`config.mk`:
```
export PLATFORM = sky130hd
export DESIGN_NAME = aes_ctr_front
export DESIGN_NICKNAME = d
export VERILOG_FILES = /design/src/rtl/core/aes_ctr_pkg.sv /design/src/rtl/core/aes_ctr_front.sv
export SDC_FILE = /design/constraint.sdc
export NUM_CORES = 1
export LEC_CHECK = 0
export BUFFER_PORTS_ARGS = -buffer_cell sky130_fd_sc_hd__buf_2
export CORE_MARGIN = 10
export CORE_UTILIZATION = 62
export DETAILED_ROUTE_END_ITERATION = 10
export GPL_ROUTABILITY_DRIVEN = 1
export HOLD_SLACK_MARGIN = 0.1
export PLACE_DENSITY = 0.84
export SLEW_MARGIN = 40
export SYNTH_ARGS = -nofsm -noshare
export SYNTH_HDL_FRONTEND = slang
export SYNTH_SLANG_ARGS = --single-unit
```
`constraint.sdc`:
```
create_clock -name clk -period 6.1 [get_ports clk]
set_input_delay 0.61 -clock clk [delete_from_list [all_inputs] [get_ports clk]]
set_output_delay 0.61 -clock clk [all_outputs]
set_load 0.01 [all_outputs]
```
`src/rtl/core/aes_ctr_pkg.sv`:
```
`timescale 1ns / 1ps
package aes_ctr_pkg;

  localparam int DataW    = 8;
  localparam int OffW     = 32;
  localparam int BlkW     = 28;
  localparam int RegW     = 64;
  localparam int CfgIdxW  = 2;
  localparam int Rounds   = 10;
  localparam int RndW     = 4;
  localparam int QDepth   = 4;

  // register indexes
  localparam logic [CfgIdxW-1:0] REG_KEY_LO = 2'd0;
  localparam logic [CfgIdxW-1:0] REG_KEY_HI = 2'd1;
  localparam logic [CfgIdxW-1:0] REG_IV_LO  = 2'd2;
  localparam logic [CfgIdxW-1:0] REG_IV_HI  = 2'd3;

  // request classified by the front end
  typedef struct packed {
    logic             miss;
    logic [BlkW-1:0]  blk;
    logic [3:0]       lane;
    logic [DataW-1:0] data;
  } req_t;

  function automatic logic [7:0] sbox(input logic [7:0] x);
    logic [7:0] t [256];
    t = '{
      8'h63,8'h7c,8'h77,8'h7b,8'hf2,8'h6b,8'h6f,8'hc5,8'h30,8'h01,8'h67,8'h2b,8'hfe,8'hd7,8'hab,8'h76,
      8'hca,8'h82,8'hc9,8'h7d,8'hfa,8'h59,8'h47,8'hf0,8'had,8'hd4,8'ha2,8'haf,8'h9c,8'ha4,8'h72,8'hc0,
      8'hb7,8'hfd,8'h93,8'h26,8'h36,8'h3f,8'hf7,8'hcc,8'h34,8'ha5,8'he5,8'hf1,8'h71,8'hd8,8'h31,8'h15,
      8'h04,8'hc7,8'h23,8'hc3,8'h18,8'h96,8'h05,8'h9a,8'h07,8'h12,8'h80,8'he2,8'heb,8'h27,8'hb2,8'h75,
      8'h09,8'h83,8'h2c,8'h1a,8'h1b,8'h6e,8'h5a,8'ha0,8'h52,8'h3b,8'hd6,8'hb3,8'h29,8'he3,8'h2f,8'h84,
      8'h53,8'hd1,8'h00,8'hed,8'h20,8'hfc,8'hb1,8'h5b,8'h6a,8'hcb,8'hbe,8'h39,8'h4a,8'h4c,8'h58,8'hcf,
      8'hd0,8'hef,8'haa,8'hfb,8'h43,8'h4d,8'h33,8'h85,8'h45,8'hf9,8'h02,8'h7f,8'h50,8'h3c,8'h9f,8'ha8,
      8'h51,8'ha3,8'h40,8'h8f,8'h92,8'h9d,8'h38,8'hf5,8'hbc,8'hb6,8'hda,8'h21,8'h10,8'hff,8'hf3,8'hd2,
      8'hcd,8'h0c,8'h13,8'hec,8'h5f,8'h97,8'h44,8'h17,8'hc4,8'ha7,8'h7e,8'h3d,8'h64,8'h5d,8'h19,8'h73,
      8'h60,8'h81,8'h4f,8'hdc,8'h22,8'h2a,8'h90,8'h88,8'h46,8'hee,8'hb8,8'h14,8'hde,8'h5e,8'h0b,8'hdb,
      8'he0,8'h32,8'h3a,8'h0a,8'h49,8'h06,8'h24,8'h5c,8'hc2,8'hd3,8'hac,8'h62,8'h91,8'h95,8'he4,8'h79,
      8'he7,8'hc8,8'h37,8'h6d,8'h8d,8'hd5,8'h4e,8'ha9,8'h6c,8'h56,8'hf4,8'hea,8'h65,8'h7a,8'hae,8'h08,
      8'hba,8'h78,8'h25,8'h2e,8'h1c,8'ha6,8'hb4,8'hc6,8'he8,8'hdd,8'h74,8'h1f,8'h4b,8'hbd,8'h8b,8'h8a,
      8'h70,8'h3e,8'hb5,8'h66,8'h48,8'h03,8'hf6,8'h0e,8'h61,8'h35,8'h57,8'hb9,8'h86,8'hc1,8'h1d,8'h9e,
      8'he1,8'hf8,8'h98,8'h11,8'h69,8'hd9,8'h8e,8'h94,8'h9b,8'h1e,8'h87,8'he9,8'hce,8'h55,8'h28,8'hdf,
      8'h8c,8'ha1,8'h89,8'h0d,8'hbf,8'he6,8'h42,8'h68,8'h41,8'h99,8'h2d,8'h0f,8'hb0,8'h54,8'hbb,8'h16};
    return t[x];
  endfunction

  function automatic logic [7:0] xtime(input logic [7:0] x);
    return {x[6:0], 1'b0} ^ (x[7] ? 8'h1b : 8'h00);
  endfunction

  // next round key; byte i of the block in bits 8i+7:8i
  function automatic logic [127:0] key_next(input logic [127:0] k, input logic [7:0] rc);
    logic [31:0]  w0, w1, w2, w3, g;
    logic [127:0] r;
    w0 = k[31:0]; w1 = k[63:32]; w2 = k[95:64]; w3 = k[127:96];
    g  = {sbox(w3[7:0]), sbox(w3[31:24]), sbox(w3[23:16]), sbox(w3[15:8]) ^ rc};
    w0 = w0 ^ g;
    w1 = w1 ^ w0;
    w2 = w2 ^ w1;
    w3 = w3 ^ w2;
    r  = {w3, w2, w1, w0};
    return r;
  endfunction

  // one cipher round; last drops mix columns
  function automatic logic [127:0] aes_round(input logic [127:0] s, input logic last);
    logic [7:0]   t [16];
    logic [7:0]   a0, a1, a2, a3, al;
    logic [127:0] r;
    for (int c = 0; c < 4; c++) begin
      for (int w = 0; w < 4; w++) begin
        t[c*4+w] = sbox(s[(((c + w) % 4) * 4 + w)*8 +: 8]);
      end
    end
    if (!last) begin
      for (int c = 0; c < 4; c++) begin
        a0 = t[c*4]; a1 = t[c*4+1]; a2 = t[c*4+2]; a3 = t[c*4+3];
        al = a0 ^ a1 ^ a2 ^ a3;
        t[c*4]   = a0 ^ al ^ xtime(a0 ^ a1);
        t[c*4+1] = a1 ^ al ^ xtime(a1 ^ a2);
        t[c*4+2] = a2 ^ al ^ xtime(a2 ^ a3);
        t[c*4+3] = a3 ^ al ^ xtime(a3 ^ a0);
      end
    end
    for (int i = 0; i < 16; i++) begin
      r[i*8 +: 8] = t[i];
    end
    return r;
  endfunction

  function automatic logic [7:0] rcon(input logic [RndW-1:0] n);
    logic [7:0] v;
    case (n)
      4'd0:    v = 8'h01;
      4'd1:    v = 8'h02;
      4'd2:    v = 8'h04;
      4'd3:    v = 8'h08;
      4'd4:    v = 8'h10;
      4'd5:    v = 8'h20;
      4'd6:    v = 8'h40;
      4'd7:    v = 8'h80;
      4'd8:    v = 8'h1b;
      4'd9:    v = 8'h36;
      default: v = 8'h00;
    endcase
    return v;
  endfunction

endpackage

```
`src/rtl/core/aes_ctr_front.sv`:
```
`timescale 1ns / 1ps
module aes_ctr_front
  import aes_ctr_pkg::*;
(
  input  logic      clk,
  input  logic      rst_n,
  input  logic      cfg_hit,
  input  logic      in_valid,
  output logic      in_ready,
  input  logic [7:0]  in_data,
  input  logic [31:0] in_off,
  output logic      q_valid,
  input  logic      q_ready,
  output req_t      q_req
);

  logic [$clog2(QDepth)-1:0] wp_r, rp_r;
  logic [$clog2(QDepth):0]   cnt_r;
  req_t                      mem_r [QDepth];
  logic [BlkW-1:0]           blk_r;
  logic                      vld_r;
  logic                      push, pop;
  req_t                      req;

  // classify: a new block or a stale cache needs a fresh keystream block
  always_comb begin
    req.blk  = in_off[OffW-1:4];
    req.lane = in_off[3:0];
    req.data = in_data;
    req.miss = !vld_r || (blk_r != in_off[OffW-1:4]);
  end

  assign in_ready = (cnt_r != ($clog2(QDepth)+1)'(QDepth));
  assign push     = in_valid && in_ready;
  assign q_valid  = (cnt_r != '0);
  assign pop      = q_valid && q_ready;
  assign q_req    = mem_r[rp_r];

  // tag of the block the back end will hold
  always_ff @(posedge clk) begin
    if (!rst_n || cfg_hit) begin
      vld_r <= 1'b0;
      blk_r <= '0;
    end else if (push) begin
      vld_r <= 1'b1;
      blk_r <= req.blk;
    end
  end

  // request queue
  always_ff @(posedge clk) begin
    if (!rst_n) begin
      wp_r  <= '0;
      rp_r  <= '0;
      cnt_r <= '0;
    end else begin
      if (push) wp_r <= wp_r + 1'b1;
      if (pop)  rp_r <= rp_r + 1'b1;
      cnt_r <= cnt_r + (push ? 1'b1 : 1'b0) - (pop ? 1'b1 : 1'b0);
    end
  end

  always_ff @(posedge clk) begin
    if (push) mem_r[wp_r] <= req;
  end

endmodule

```
==> reports/metrics.yaml <==
fill_cells: 737
antenna_found_initial: 0
endpoint_kind: "flop"
seq_area_um2: 5690
placed_cell_area_um2: 8340
h-tree-depth: 1
yosysWarnings: 0
dr.pass1.iters: 5
met1_length_mm: 5.66
cts_resized: 0
initial_core_util_pct: 64.1
crit_cells: 11
crit_path_max_incr_delay_ns: 0.44
area_delta_synth_final_pct: 15.9
row_count: 40
stdcell_count: 696
finalMaxSlewViolations: 0
arrival_ns: 3.17
hold_violations: 0
synth_compound_area_share_pct: 3.03
critPathMaxFanout: 32
holdWs_ns: 0.343
worstSkewPairLatency_ns: 0.48
post_cts_buffers: 0
place_congestion: 0.743
cp_top_family: "simple AND/OR/NAND/NOR gates"
cp-endpoint: "cnt_r[2]$_SDFF_PN0_"
num_io_pins: 88
drc: 0
ys_seq_elements: 202
yosysSeqAreaShare_pct: 73.3
multiInputGateArea_um2: 1950
die_w_um: 132
finalCritPeriodShare_pct: 45.9
cts_buffers: 20
synthAdderAreaFrac_pct: 1.23
p_leak_uw: 0.00303
r2r-start: "cnt_r[2]$_SDFF_PN0_"
synth_most_common_cell: "edfxtp_1"
synth_top_flop_cell: "edfxtp_1"
grt_pass1_vias: 4501
dieArea_um2: 17400
core_area_um2: 12100
track_usage_pct: 17.0
finClkSkew_ns: 0.00720
syn-num-nets: 476
cts.sinks: 202
top_layer: "met4"
synth_top_area_share_pct: 63.5
fmax_mhz: 357
synth_cell_types: 29
drv_cap: 0
crit_slowest_cell: "or3b_4"
synthSimpleGateAreaFrac_pct: 5.03
relSlewSlack_pct: 56.6
synth_xor_area_share_pct: 3.72
cts_hold_buffers: 0
yosys-top-cells-area: "edfxtp_1, mux4_2, dfxtp_1"
clk_pin_slew_ns: 0.06
grt_max_degree: 42
hp-class: "in -> reg"
routedWlPerCell_um: 21.0
design_area_um2: 8990
synth-edff-count: 164
netlist_instances: 424
min_period_ns: 2.80
cp_num_buf_inv: 3
final_nets: 567
synth_top_family_by_area: "multiplexers"
setup.worst_path.class: "reg -> reg"
die_h_um: 132
p_per_area_nw_per_um2: 410
worst_pin_slew_ns: 0.651
wl_met2_mm: 7.75
met3WireLength_um: 975
rsz0062_at_grt: "false"
portBuffers: 87
synth_common_cells: "edfxtp_1, nand2_1, mux4_2"
placedCellCount: 661
r2r_slack_ns: 3.30
yosysTopAreaCell: "edfxtp_1"
tns_ns: 0
avgSynthCellArea_um2: 18.3
synthMuxAreaShare_pct: 11.9
async_flop_share_pct: 0
reg2reg_to: "cnt_r[2]$_SDFF_PN0_"
r2r_cells: 11
drt_iter0_drc: 342
ant_nets: 0
grt_pass1_wl_mm: 23.9
status: "complete, no violations"
drive_gt1_share_pct: 35.2
cts_tree: "done"
required_ns: 6.47
dr_total_vias: 3997
crit_path_cell_trace: "or3b_4 -> and2_4 -> inv_6 -> ha_1 -> inv_1 -> ha_1 -> inv_1 -> fa_1 -> xnor2_1 -> xnor2_1 -> and2_1"
root_buffer: "clkbuf_16"
antennaDiodeCount: 0
netlist_area_um2: 7760
start_kind: "flop"
setup_viol: 0
overflow: 0
startpoint: "cnt_r[2]$_SDFF_PN0_"
dp_hpwl_mm: 8.78
via_per_inst: 5.74
wirelength_mm: 14.6
cts_buffer_depth: 3
vdd_drop_max_uv: 353
==> worst min path at each step <==
| stage | from | to | cells after the start |
|---|---|---|---|
| after floorplan | vld_r$_SDFFE_PP0P_ | vld_r$_SDFFE_PP0P_ | 2 |
| after global placement | vld_r$_SDFFE_PP0P_ | vld_r$_SDFFE_PP0P_ | 2 |
| after detailed placement | vld_r$_SDFFE_PP0P_ | vld_r$_SDFFE_PP0P_ | 2 |
| after CTS | in_data[7] | mem_r[0][7]$_DFFE_PP_ | 1 |
| after global routing | in_data[3] | mem_r[3][3]$_DFFE_PP_ | 1 |
| final | in_data[5] | mem_r[1][5]$_DFFE_PP_ | 1 |
==> report_power, final <==
| group | switching [uW] | internal [uW] |
|---|---|---|
| Sequential | 93.5 | 1650 |
| Clock | 469 | 735 |
| Combinational | 375 | 364 |
==> stage by stage <==
| stage | util, % | setup WS, ns | power, uW |
|---|---|---|---|
| after floorplan | - | 3.56 | 2250 |
| after global placement | 68.6 | 3.43 | 2490 |
| after detailed placement | 68.9 | 3.28 | 2520 |
| after CTS | 74.3 | 3.30 | 3730 |
| after global routing | 74.3 | 3.10 | 3850 |
| final | 74.3 | 3.30 | 3680 |
==> layout make-up <==
| type | instances | share of cell area, % |
|---|---|---|
| timing repair buffer | 89 | 5.15 |
| clock inverter | 7 | 0.890 |
| clock buffer | 28 | 6.36 |
| sequential | 202 | 63.3 |
| tap | 168 | 2.34 |
| multi-input combinational | 197 | 21.7 |
| inverter | 5 | 0.264 |
==> registers in the layout, summed over array words and instances, names as in the netlist, named ones only <==
name,cells
blk_r,28
cnt_r,3
mem_r,164
rp_r,2
vld_r,1
wp_r,2
==> layout by cell type, fill, tap and decap left out, types with 5 or more instances in the layout <==
cell type  count
ha_1           6
clkbuf_1       5
a21oi_1        8
nand2_1       60
a21oi_2       20
buf_2         87
clkbuf_16     21
xnor2_1       21
xor2_1        12
edfxtp_1     164
mux4_2        41
and2_1         6
dfxtp_1       36
nand4_1        5
==> logic make-up after synthesis <==
kind of cell               after synthesis
xor gates and xnor gates                33
and+or+nand+nor                         86
adders and majority gates                7
muxes                                   41
DFF                                    202
AOI/OAI and AO/OA                       30
buffers and inverters                   25
==> routing by layer <==
metal  up-vias  GRT usage, %
met4         0          4.94
li1       1796             -
met1      2053          20.5
met5         -             0
met2       124          29.6
met3        24          4.23
==> worst register-to-register path: cells and delay by family, from the launching register on <==
kind | cells | cell delay (ns)
simple gates | 3 | 0.89
flops | 1 | 0.38
fa+ha+maj | 3 | 0.80
buf+inv | 3 | 0.36
xor+xnor | 2 | 0.28
(Power assumes the default switching activity.)
